`src/rtl/ktas_pkg.sv`:
```
// ----------------------------------------------------------------------------
// ktas_pkg
// Shared types and codes of the three-action key slot engine.
// ----------------------------------------------------------------------------
package ktas_pkg;

  localparam int MODE_W      = 2;
  localparam int POS_W       = 6;
  localparam int LAYER_W     = 5;
  localparam int KIND_W      = 2;
  localparam int INDEX_W     = 2;
  localparam int CFG_INDEX_W = 1;
  localparam int CFG_DATA_W  = 64;
  localparam int S_TDATA_W   = 16;
  localparam int M_TDATA_W   = 8;
  localparam int RES_DEPTH   = 3;
  localparam int RES_CNT_W   = 2;

  localparam logic [MODE_W-1:0] MODE_PRESS   = 2'd0;
  localparam logic [MODE_W-1:0] MODE_RELEASE = 2'd1;
  localparam logic [MODE_W-1:0] MODE_KEY     = 2'd2;
  localparam logic [MODE_W-1:0] MODE_LAYER   = 2'd3;

  localparam logic [KIND_W-1:0] KIND_PRESS   = 2'd0;
  localparam logic [KIND_W-1:0] KIND_RELEASE = 2'd1;
  localparam logic [KIND_W-1:0] KIND_ERROR   = 2'd2;

  localparam logic [INDEX_W-1:0] ACT_TAP  = 2'd0;
  localparam logic [INDEX_W-1:0] ACT_HOLD = 2'd1;
  localparam logic [INDEX_W-1:0] ACT_END  = 2'd2;

  localparam logic [CFG_INDEX_W-1:0] REG_SHARED_KEY   = 1'b0;
  localparam logic [CFG_INDEX_W-1:0] REG_SHARED_LAYER = 1'b1;

  typedef enum logic [1:0] {
    ST_IDLE,
    ST_SEARCH,
    ST_APPLY,
    ST_EMIT
  } ktas_state_t;

  typedef struct packed {
    logic load;
    logic search;
    logic apply;
    logic advance;
  } ktas_cmd_t;

  typedef struct packed {
    logic apply_empty;
    logic last_word;
  } ktas_status_t;

  typedef struct packed {
    logic [KIND_W-1:0]  kind;
    logic [INDEX_W-1:0] index;
    logic [POS_W-1:0]   position;
  } ktas_result_t;

endpackage

```
`src/rtl/ktas_ctrl.sv`:
```
// ----------------------------------------------------------------------------
// ktas_ctrl
// Sequencer: accept a word, search the slot table, apply, emit results.
// ----------------------------------------------------------------------------
module ktas_ctrl
  import ktas_pkg::*;
(
  input  logic         clk,
  input  logic         rst,
  input  logic         s_tvalid,
  output logic         s_tready,
  output logic         m_tvalid,
  input  logic         m_tready,
  input  ktas_status_t status,
  output ktas_cmd_t    cmd
);

  ktas_state_t state, state_next;

  always_ff @(posedge clk) begin
    if (rst) begin
      state <= ST_IDLE;
    end else begin
      state <= state_next;
    end
  end

  always_comb begin
    state_next = state;
    cmd        = '0;
    s_tready   = 1'b0;
    m_tvalid   = 1'b0;
    case (state)
      ST_IDLE: begin
        s_tready = 1'b1;
        if (s_tvalid) begin
          cmd.load   = 1'b1;
          state_next = ST_SEARCH;
        end
      end
      ST_SEARCH: begin
        cmd.search = 1'b1;
        state_next = ST_APPLY;
      end
      ST_APPLY: begin
        cmd.apply  = 1'b1;
        state_next = status.apply_empty ? ST_IDLE : ST_EMIT;
      end
      ST_EMIT: begin
        m_tvalid = 1'b1;
        if (m_tready) begin
          cmd.advance = 1'b1;
          if (status.last_word) begin
            state_next = ST_IDLE;
          end
        end
      end
      default: begin
        state_next = ST_IDLE;
      end
    endcase
  end

endmodule

```
`src/rtl/ktas_datapath.sv`:
```
// ----------------------------------------------------------------------------
// ktas_datapath
// Slot table, shared masks, registered slot search and result buffer.
// ----------------------------------------------------------------------------
module ktas_datapath
  import ktas_pkg::*;
#(
  parameter int SLOT_COUNT  = 10,
  parameter int KEY_COUNT   = 64,
  parameter int LAYER_COUNT = 32
) (
  input  logic                   clk,
  input  logic                   rst,
  input  ktas_cmd_t              cmd,
  output ktas_status_t           status,
  input  logic [MODE_W-1:0]      in_mode,
  input  logic [POS_W-1:0]       in_position,
  input  logic [LAYER_W-1:0]     in_layer,
  input  logic                   in_on,
  input  logic                   cfg_we,
  input  logic [CFG_INDEX_W-1:0] cfg_index,
  input  logic [CFG_DATA_W-1:0]  cfg_data,
  output ktas_result_t           out_word,
  output logic                   out_last
);

  localparam int SW = (SLOT_COUNT > 1) ? $clog2(SLOT_COUNT) : 1;
  localparam int KW = (KEY_COUNT > 1) ? $clog2(KEY_COUNT) : 1;
  localparam int LW = (LAYER_COUNT > 1) ? $clog2(LAYER_COUNT) : 1;

  logic [KEY_COUNT-1:0]   key_mask;
  logic [LAYER_COUNT-1:0] layer_mask;

  logic [MODE_W-1:0]  mode;
  logic [POS_W-1:0]   position;
  logic [LAYER_W-1:0] layer;
  logic               on;

  logic [SLOT_COUNT-1:0] slot_active;
  logic [SLOT_COUNT-1:0] slot_held;
  logic [SLOT_COUNT-1:0] slot_first;
  logic [POS_W-1:0]      slot_position [SLOT_COUNT];

  logic          hit_found, free_found, end_found, hit_first, end_held;
  logic [SW-1:0] hit_idx, free_idx, end_idx;
  logic [POS_W-1:0] end_pos;

  logic [SLOT_COUNT-1:0] hit_vec, free_vec, key_vec;
  logic          hit_c, free_c, keyend_c, layend_c, end_c;
  logic [SW-1:0] hit_idx_c, free_idx_c, keyend_idx_c, layend_idx_c, end_idx_c;
  logic          key_shared, layer_shared;

  ktas_result_t         res [RES_DEPTH];
  ktas_result_t         res_next [RES_DEPTH];
  logic [RES_CNT_W-1:0] res_cnt, res_cnt_next;
  logic [RES_CNT_W-1:0] ptr;

  logic          upd_en, upd_claim, upd_press, end_en;
  logic [SW-1:0] upd_idx;

  always_ff @(posedge clk) begin
    if (rst) begin
      key_mask   <= '0;
      layer_mask <= '0;
    end else if (cfg_we) begin
      case (cfg_index)
        REG_SHARED_KEY:   key_mask   <= cfg_data[KEY_COUNT-1:0];
        REG_SHARED_LAYER: layer_mask <= cfg_data[LAYER_COUNT-1:0];
        default: ;
      endcase
    end
  end

  always_ff @(posedge clk) begin
    if (cmd.load) begin
      mode     <= in_mode;
      position <= in_position;
      layer    <= in_layer;
      on       <= in_on;
    end
  end

  assign key_shared   = (32'(position) < KEY_COUNT) && key_mask[position[KW-1:0]];
  assign layer_shared = (32'(layer) < LAYER_COUNT) && layer_mask[layer[LW-1:0]];

  always_comb begin
    for (int i = 0; i < SLOT_COUNT; i++) begin
      hit_vec[i]  = slot_active[i] && (slot_position[i] == position);
      free_vec[i] = !slot_active[i];
      key_vec[i]  = slot_active[i] && (slot_position[i] != position);
    end
  end

  always_comb begin
    hit_c = 1'b0;  hit_idx_c = '0;
    free_c = 1'b0; free_idx_c = '0;
    keyend_c = 1'b0; keyend_idx_c = '0;
    layend_c = 1'b0; layend_idx_c = '0;
    for (int i = SLOT_COUNT - 1; i >= 0; i--) begin
      if (hit_vec[i]) begin
        hit_c = 1'b1; hit_idx_c = SW'(i);
      end
      if (free_vec[i]) begin
        free_c = 1'b1; free_idx_c = SW'(i);
      end
      if (key_vec[i]) begin
        keyend_c = 1'b1; keyend_idx_c = SW'(i);
      end
      if (slot_active[i]) begin
        layend_c = 1'b1; layend_idx_c = SW'(i);
      end
    end
  end

  always_comb begin
    case (mode)
      MODE_KEY: begin
        end_c     = keyend_c && !key_shared;
        end_idx_c = keyend_idx_c;
      end
      MODE_LAYER: begin
        end_c     = layend_c && on && !layer_shared;
        end_idx_c = layend_idx_c;
      end
      default: begin
        end_c     = 1'b0;
        end_idx_c = layend_idx_c;
      end
    endcase
  end

  always_ff @(posedge clk) begin
    if (cmd.search) begin
      hit_found  <= hit_c;
      hit_idx    <= hit_idx_c;
      hit_first  <= slot_first[hit_idx_c];
      free_found <= free_c;
      free_idx   <= free_idx_c;
      end_found  <= end_c;
      end_idx    <= end_idx_c;
      end_pos    <= slot_position[end_idx_c];
      end_held   <= slot_held[end_idx_c];
    end
  end

  always_comb begin
    res_cnt_next = '0;
    for (int i = 0; i < RES_DEPTH; i++) begin
      res_next[i] = '0;
    end
    upd_en    = 1'b0;
    upd_claim = 1'b0;
    upd_press = 1'b0;
    upd_idx   = hit_idx;
    end_en    = 1'b0;
    case (mode)
      MODE_PRESS: begin
        if (hit_found || free_found) begin
          upd_en    = 1'b1;
          upd_press = 1'b1;
          upd_claim = !hit_found;
          upd_idx   = hit_found ? hit_idx : free_idx;
          if (!hit_found || hit_first) begin
            res_next[0]  = '{KIND_PRESS, ACT_TAP, position};
            res_next[1]  = '{KIND_RELEASE, ACT_TAP, position};
            res_next[2]  = '{KIND_PRESS, ACT_HOLD, position};
            res_cnt_next = 2'd3;
          end else begin
            res_next[0]  = '{KIND_PRESS, ACT_HOLD, position};
            res_cnt_next = 2'd1;
          end
        end else begin
          res_next[0]  = '{KIND_ERROR, ACT_TAP, position};
          res_cnt_next = 2'd1;
        end
      end
      MODE_RELEASE: begin
        if (hit_found) begin
          upd_en       = 1'b1;
          res_next[0]  = '{KIND_RELEASE, ACT_HOLD, position};
          res_cnt_next = 2'd1;
        end
      end
      default: begin
        if (end_found) begin
          end_en = 1'b1;
          if (end_held) begin
            res_next[0]  = '{KIND_RELEASE, ACT_HOLD, end_pos};
            res_next[1]  = '{KIND_PRESS, ACT_END, end_pos};
            res_next[2]  = '{KIND_RELEASE, ACT_END, end_pos};
            res_cnt_next = 2'd3;
          end else begin
            res_next[0]  = '{KIND_PRESS, ACT_END, end_pos};
            res_next[1]  = '{KIND_RELEASE, ACT_END, end_pos};
            res_cnt_next = 2'd2;
          end
        end
      end
    endcase
  end

  always_ff @(posedge clk) begin
    if (rst) begin
      slot_active <= '0;
      slot_held   <= '0;
      slot_first  <= '0;
    end else if (cmd.apply) begin
      if (upd_en) begin
        slot_held[upd_idx] <= upd_press;
        if (upd_press) begin
          slot_first[upd_idx] <= 1'b0;
        end
        if (upd_claim) begin
          slot_active[upd_idx] <= 1'b1;
        end
      end
      if (end_en) begin
        slot_active[end_idx] <= 1'b0;
      end
    end
  end

  always_ff @(posedge clk) begin
    if (cmd.apply && upd_en && upd_claim) begin
      slot_position[upd_idx] <= position;
    end
  end

  always_ff @(posedge clk) begin
    if (cmd.apply) begin
      res <= res_next;
    end
  end

  always_ff @(posedge clk) begin
    if (rst) begin
      res_cnt <= '0;
      ptr     <= '0;
    end else if (cmd.apply) begin
      res_cnt <= res_cnt_next;
      ptr     <= '0;
    end else if (cmd.advance) begin
      ptr <= ptr + 2'd1;
    end
  end

  assign out_word           = res[ptr];
  assign out_last           = (ptr + 2'd1) == res_cnt;
  assign status.apply_empty = res_cnt_next == '0;
  assign status.last_word   = out_last;

endmodule

```
`src/rtl/key_tri_action_slot_engine.sv`:
```
// ----------------------------------------------------------------------------
// key_tri_action_slot_engine
// Three-action key slot engine: claims, holds and ends key slots and issues
// the bound press and release actions for each key event.
// ----------------------------------------------------------------------------
//   channel  direction  handshake            payload
//   s_*      in         s_tvalid / s_tready  event word (mode, key, layer)
//   m_*      out        m_tvalid / m_tready  action word, m_tlast on last one
//   cfg_*    in         cfg_valid / cfg_ready shared key and layer masks
//
// One event at a time: accept, slot search, update, then the n action words
// (n is 0 to 3), one action word per cycle while m_tready is high.
// The slot search is one registered priority scan over all slots.
// A stalled m_tready holds the current action word; no event is taken until
// the last action word is delivered. rst clears all slots and both masks.
// cfg_ready stays high; write configuration only while idle.
// ----------------------------------------------------------------------------
module key_tri_action_slot_engine
  import ktas_pkg::*;
#(
  parameter int SLOT_COUNT  = 10,
  parameter int KEY_COUNT   = 64,
  parameter int LAYER_COUNT = 32
) (
  input  logic                   clk,
  input  logic                   rst,
  input  logic                   s_tvalid,
  output logic                   s_tready,
  input  logic [S_TDATA_W-1:0]   s_tdata,   // key_position, layer_number, layer_on
  input  logic [MODE_W-1:0]      s_tuser,   // mode
  output logic                   m_tvalid,
  input  logic                   m_tready,
  output logic [M_TDATA_W-1:0]   m_tdata,   // action_index, action_position
  output logic [KIND_W-1:0]      m_tuser,   // action_kind
  output logic                   m_tlast,
  input  logic                   cfg_valid,
  output logic                   cfg_ready,
  input  logic [CFG_INDEX_W-1:0] cfg_index,
  input  logic [CFG_DATA_W-1:0]  cfg_data
);

  ktas_cmd_t    cmd;
  ktas_status_t status;
  ktas_result_t out_word;

  assign cfg_ready = 1'b1;

  ktas_ctrl u_ctrl (
    .clk      (clk),
    .rst      (rst),
    .s_tvalid (s_tvalid),
    .s_tready (s_tready),
    .m_tvalid (m_tvalid),
    .m_tready (m_tready),
    .status   (status),
    .cmd      (cmd)
  );

  ktas_datapath #(
    .SLOT_COUNT  (SLOT_COUNT),
    .KEY_COUNT   (KEY_COUNT),
    .LAYER_COUNT (LAYER_COUNT)
  ) u_datapath (
    .clk         (clk),
    .rst         (rst),
    .cmd         (cmd),
    .status      (status),
    .in_mode     (s_tuser),
    .in_position (s_tdata[5:0]),
    .in_layer    (s_tdata[10:6]),
    .in_on       (s_tdata[11]),
    .cfg_we      (cfg_valid && cfg_ready),
    .cfg_index   (cfg_index),
    .cfg_data    (cfg_data),
    .out_word    (out_word),
    .out_last    (m_tlast)
  );

  assign m_tdata = {out_word.position, out_word.index};
  assign m_tuser = out_word.kind;

endmodule

```
`config.mk`:
```
export PLATFORM = sky130hd
export DESIGN_NAME = key_tri_action_slot_engine
export DESIGN_NICKNAME = d
export VERILOG_FILES = /design/src/rtl/ktas_pkg.sv /design/src/rtl/ktas_ctrl.sv /design/src/rtl/ktas_datapath.sv /design/src/rtl/key_tri_action_slot_engine.sv
export SDC_FILE = /design/constraint.sdc
export NUM_CORES = 1
export LEC_CHECK = 0
export ABC_AREA = 1
export CAP_MARGIN = 15
export CELL_PAD_IN_SITES_DETAIL_PLACEMENT = 0
export CELL_PAD_IN_SITES_GLOBAL_PLACEMENT = 2
export CORE_MARGIN = 2
export CORE_UTILIZATION = 38
export DETAILED_ROUTE_END_ITERATION = 10
export DONT_BUFFER_PORTS = 1
export PLACE_DENSITY = 0.85
export SLEW_MARGIN = 20
export SYNTH_ARGS = -nofsm -noshare
export SYNTH_HDL_FRONTEND = slang
export SYNTH_SLANG_ARGS = --single-unit
```
`constraint.sdc`:
```
create_clock -name clk -period 2.9 [get_ports clk]
set_clock_uncertainty 0.1 [all_clocks]
set_input_delay 0.435 -clock clk [delete_from_list [all_inputs] [get_ports clk]]
set_output_delay 0.435 -clock clk [all_outputs]
set_load 0.1 [all_outputs]
```
==> results of run 1 <==
-- flip-flops by register name, summed over array words and instances, names as in the netlist, 5 cells and up --
| name | cells |
|---|---|
| u_datapath.key_mask | 64 |
| u_datapath.end_pos | 6 |
| u_datapath.slot_first | 10 |
| u_datapath.slot_active | 10 |
| u_datapath.layer_mask | 32 |
| u_datapath.res | 26 |
| u_datapath.layer | 5 |
| u_datapath.slot_position | 72 |
| u_datapath.position | 6 |
| u_datapath.slot_held | 10 |
-- worst paths after layout --
check / endpoint / cells after the start / startpoint / slack (ps)
max reg2reg: u_datapath.end_pos[5] / 20 / u_datapath.position[3] / -20
max: u_datapath.end_pos[5] / 20 / u_datapath.position[3] / -20
min: u_datapath.res_cnt[1] / 3 / rst / 60
min reg2reg: u_datapath.slot_first[2] / 2 / u_datapath.slot_first[2] / 350
-- placed cells by master, fill, tap and decap left out, types with 25 or more instances in the layout --
master and instances:
nand3_1 86, dfxtp_1 132, nor2_1 332, o22ai_1 25
nand3_2 38, edfxtp_1 135, dlygate4sd3_1 83, buf_4 95
nand2_1 173, nand2_2 27, inv_1 155, o21ai_0 176
a21oi_1 29, clkbuf_16 38
-- routing by layer --
layer	vias to the layer above	global-route usage	wire, um
met5	-	0	0
met4	0	0.0613	1120
met3	75	0.0317	2490
met2	342	0.338	17800
met1	5452	0.310	18300
li1	5621	-	-
-- repair_timing --
item	4_1_cts	5_1_grt
setup endpoints to repair	8	11
gates cloned	0	11
pin swaps	3	42
hold buffers	83	0
hold endpoints to repair	127	0
buffers inserted	1	15
gates resized for setup	4	123
-- critical path: stages, from the launching register on --
cell	delay, ps
edfxtp_1	440
buf_12	190
inv_8	80
buf_6	110
nand2_2	40
a22oi_2	160
nand3_2	140
o21ai_4	210
buf_6	130
nand3_1	70
nand3_1	100
nand2_2	60
nand2_2	70
buf_12	150
clkinv_8	70
clkbuf_16	160
a21oi_2	90
o21ai_1	70
nand2_1	120
nand2_1	80
nand2_2	100
-- logic make-up after synthesis --
| family | after synthesis | share of synthesized area |
|---|---|---|
| flops | 267 | 0.518 |
| other cells | 1 | 0.000290 |
| buf+inv | 257 | 0.0869 |
| simple gates | 715 | 0.236 |
| xor+xnor | 28 | 0.0190 |
| compound gates | 310 | 0.139 |
-- power by group through the flow --
| stage | logic [mW] | clock network [mW] | registers (mW) |
|---|---|---|---|
| 2_1_floorplan | 1.33 | 0 | 4.50 |
| 3_3_place_gp | 1.97 | 0 | 4.51 |
| 3_5_place_dp | 1.99 | 0 | 4.51 |
| 4_1_cts | 2.12 | 3.61 | 4.44 |
| 5_1_grt | 2.46 | 3.76 | 4.47 |
| 6_report | 2.26 | 3.52 | 4.44 |
-- cell type report --
cell class	count	area share
Antenna cell	1	0.000149
Multi-Input combinational cell	1056	0.337
Clock inverter	9	0.00290
Sequential cell	267	0.398
Tap cell	448	0.0333
Clock buffer	47	0.0503
Timing Repair Buffer	219	0.135
Inverter	178	0.0431
==> results.cfg, run 1 <==
[global_route]
first_global_vias = 10700
globalRoute.totalOverflow = 0
grt_pass1_wl_um = 60300
grt_max_degree = 105
grt_usage = 0.216
antenna_found_initial = 0

[power_and_ir_drop]
total_power_mw = 10.2
combPwrFrac = 0.221
leakage_nw = 7.00
p_sw_mw = 3.12
ir_drop_v = 0.000451
clkPwrFrac = 0.344
switching_share = 0.306
intPower_mw = 7.09
power.density_nw_per_um2 = 608
p_seq_frac = 0.435

[die]
start_util = 0.386
ios = 102
die_w_um = 188
dieArea_sq_um = 35500
die_y_um = 188
core_sq_um = 33500
num_rows = 67

[synth]
synth.distinct_cells = 50
async_flop_share = 0
synth_top_area_frac = 0.314
synth_cells = 1578
netlist_top_cells_area = edfxtp_1 31%, dfxtp_1 20%, nor2_1 10%, o21ai_0 6.8%, nand2_1 5.7%
synth_nets = 1666
ys.flop_type = edfxtp_1
yosysMostFrequentCell = nor2_1
ys_seq_elements = 267
synth_common_cells = 345 x nor2_1, 195 x nand2_1, 176 x o21ai_0
avgSynthCellArea_sq_um = 8.19
synth-warning-count = 0
seq_area_frac_synth = 0.518
netlist_area_sq_um = 12900
post-synth-top-area-cell = edfxtp_1
synth_edf_count = 135

[worst_setup_path]
required_ps = 3210
endpoint_kind = flip-flop
cp_max_fo = 8
path_class = reg -> reg
cp-start-kind = flip-flop
cp.arrival_ps = 3230

[cells_and_area]
fin_cells = 2225
drive_gt1_frac = 0.184
regArea_sq_um = 6700
utilization = 0.501
final_area_sq_um = 16800
area_growth_pct = 30.0
n_fill_cell = 3221
nets = 1840
multiInputGateArea_sq_um = 5660

[placed_design]
place_congestion = 0.889
pre_cts_slack_ps = -22.9
post_dp_cell_area_sq_um = 14200
hpwl_um = 26700
portBuffers = 0
dp.cells = 2059

[timing]
hold_ws_ps = 63.1
max-slew-margin-rel = 0.340
drv_slew = 0
fin_crit_ps = 2920
worst_slew_pin_slew_ps = 989
fin_crit_sh = 1.01
tns_ps = -32.9
final-hold-violation-count = 0
fmax_mhz = 342
setup_slack_ps = -24.1
rsz0062_at_grt = true
setup-violations-final = 2

[min_path]
min_path_type = in -> reg

[clock_tree]
cts_sinks = 267
cts_buffer_depth = 3
numCtsBuffers = 30
clkLatencyLatePin_ps = 570
cts_max_level = 1
cts_tree = done
ctsRootBufferMaster = clkbuf_16
clk_pin_slew_ps = 60

[routing]
routedWlPerCell_um = 17.9
drt_iter0_markers = 778
drc = 0
ant_nets = 0
finalWirelength_um = 39700
num_vias = 11500
viasPerCell = 5.16
firstDrtPassIters = 7

[flow_run]
cap_violations = 0

[status]
status = finished, violations left
violations = setup timing
No activity file was read; power rests on OpenSTA's default activity.
==> inputs of run 2 (changes only) <==
Settings changed: SETUP_SLACK_MARGIN from default to 0.4.
==> run 2 against run 1 <==
Against the previous run:
- the flow now finishes without violations
- critical path depth is 3 lower
- routed wire length is 2.2% lower
- clock power is 6.0% higher
- worst hold slack better by 190 ps
- non-clock buffer count is 28 higher
- register-to-register slack better by 60 ps
- first-iteration DRC count is 6.6% lower
- via count is 1.1% lower
- global-route usage hardly changed
- sequential cell count stayed put
- die area stayed put
- critical path type unchanged
- highest routed layer is now met5
==> results.cfg, run 2 (synthesis gave the netlist of run 1 again) <==
[routing]
routedWlPerCell_um = 17.2
drc = 0
drt_iter0_markers = 727
num_vias = 11400
firstDrtPassIters = 7
finalWirelength_um = 38800
ant_nets = 0
viasPerCell = 5.04

[die]
die_y_um = 188
start_util = 0.386
core_sq_um = 33500
num_rows = 67
dieArea_sq_um = 35500
ios = 102
die_w_um = 188

[clock_tree]
cts_max_level = 1
clkLatencyLatePin_ps = 580
clk_pin_slew_ps = 60
numCtsBuffers = 30
cts_buffer_depth = 3
cts_tree = done
cts_sinks = 267
ctsRootBufferMaster = clkbuf_16

[timing]
rsz0062_at_grt = true
tns_ps = 0
worst_slew_pin_slew_ps = 968
final-hold-violation-count = 0
drv_slew = 0
setup_slack_ps = 33.0
fmax_mhz = 349
fin_crit_sh = 0.989
max-slew-margin-rel = 0.354
fin_crit_ps = 2870
setup-violations-final = 0
hold_ws_ps = 257

[global_route]
grt_util_met1 = 0.306
grt.busiest_layer = met2
grt_use_met3 = 0.0296
grt_usage = 0.215
first_global_vias = 10900
globalRoute.totalOverflow = 0
grt_max_degree = 115
antenna_found_initial = 2
grt_pass1_wl_um = 60200
grtUsageMet2 = 0.347

[worst_setup_path]
crit_chain = buf_12 -> buf_12 -> xor2_1 -> nor3_1 -> nand4_1 -> nand2_2 -> nand2_2 -> inv_2 -> nand2_2 -> buf_6 -> nor2_4 -> a22oi_4 -> clkinvlp_4 -> buf_6 -> nand3_1 -> nand3_1 -> nand2_2
r2r_cells = 17
path_class = reg -> reg
cpMostUsedCell = nand2_2
required_ps = 3120
r2r-end = u_datapath.end_pos[1]
cp-start-kind = flip-flop
worst_path_largest_cell_delay_ps = 410
crit_end = u_datapath.end_pos[1]
cp.arrival_ps = 3090
rrSetupSlack_ps = 30
cp_max_fo = 8
crit_path_start = u_datapath.position[3]
rr_startpoint = u_datapath.position[3]
slowest_stage = edfxtp_1
endpoint_kind = flip-flop

[placed_design]
pre_cts_slack_ps = -125
place_congestion = 0.896
portBuffers = 0
post_dp_cell_area_sq_um = 14300
hpwl_um = 26800

[cells_and_area]
largest_reg_flops = 72
drive_gt1_frac = 0.200
area_growth_pct = 31.8
final_area_sq_um = 17000
top_register = u_datapath.slot_position
final_cell_mix = 326 x nor2_1, 174 x nand2_1, 171 x o21ai_0
final_common_cell = nor2_1
nets = 1867
n_fill_cell = 3201
reg.largest.list = u_datapath.slot_position (72), u_datapath.key_mask (64), u_datapath.layer_mask (32)

[power_and_ir_drop]
total_power_mw = 10.5
leakage_nw = 7.14
ir_drop_v = 0.000556
power.density_nw_per_um2 = 616

[status]
status = finished, final reports clean

[flow_run]
cap_violations = 0

[min_path]
min_path_type = in -> reg
-- run 2: cell count changes in the layout (fill, tap and decap cells not counted), moves of 6 or more --
| cell | delta |
|---|---|
| buf_4 | +17 |
| inv_4 | +6 |
| nand3_2 | -11 |
| clkbuf_1 | -7 |
| nor2_2 | +6 |
| buf_6 | +13 |
| nand3_1 | +11 |
| nor2_1 | -6 |
-- run 2: worst min path at each step --
stage	startpoint	end	slack (ps)	cells past startpoint
after global placement	u_datapath.slot_first[9]	u_datapath.slot_first[9]	340	2
after global routing	s_tvalid	u_datapath.mode[0]	260	3
after CTS	s_tvalid	u_datapath.mode[0]	240	3
after detailed placement	u_datapath.slot_first[9]	u_datapath.slot_first[9]	340	2
after floorplan	u_datapath.slot_first[9]	u_datapath.slot_first[9]	330	2
final	s_tvalid	u_datapath.mode[1]	260	3
-- run 2: per-layer routing --
| metal | wire (um) | share of wire |
|---|---|---|
| met1 | 18000 | 0.46 |
| met2 | 17600 | 0.45 |
| met3 | 2120 | 0.055 |
| met5 | 13 | 0.00033 |
| met4 | 1100 | 0.028 |
-- run 2: report_power, final --
group	leakage [nW]	switching, mW	internal, mW
sequential	2.32	0.128	4.32
combinational	4.32	1.49	0.836
clock	0.490	1.54	2.18
-- run 2: timing repair --
| item | 4_1_cts | 5_1_grt |
|---|---|---|
| hold endpoints to repair | 128 | 0 |
| endpoints found under the setup margin | 55 | 75 |
| gates resized for setup | 43 | 99 |
| pin swaps | 15 | 19 |
| cloned | 1 | 4 |
| hold buffers | 81 | 0 |
| setup buffers | 17 | 22 |
-- run 2: final cells by class --
cell class              instances  area, sq um  share of cell area
clock inverters                 7         46.3             0.00272
diodes                          2         5.00            0.000294
repair buffers                247         2500               0.147
flip-flops and latches        267         6700               0.393
multi-input cells            1054         5590               0.328
clock buffers                  49          931              0.0547
well taps                     448          561              0.0329
repair inverters                1         7.51            0.000441
inverters                     178          703              0.0413
-- run 2: through the flow --
step                      std cells  utilization
final                          2253        0.508
after global routing           2251        0.508
after CTS                      2225        0.488
after detailed placement       2070        0.426
after global placement         2070        0.426
after floorplan                1578            -
-- run 2: worst max-delay path, delay by kind of cell, from the launching register on --
| kind | cells | cell delay (ps) |
|---|---|---|
| buf+inv | 6 | 750 |
| flops | 1 | 410 |
| xor+xnor | 1 | 150 |
| compound gates | 1 | 120 |
| simple gates | 9 | 1100 |
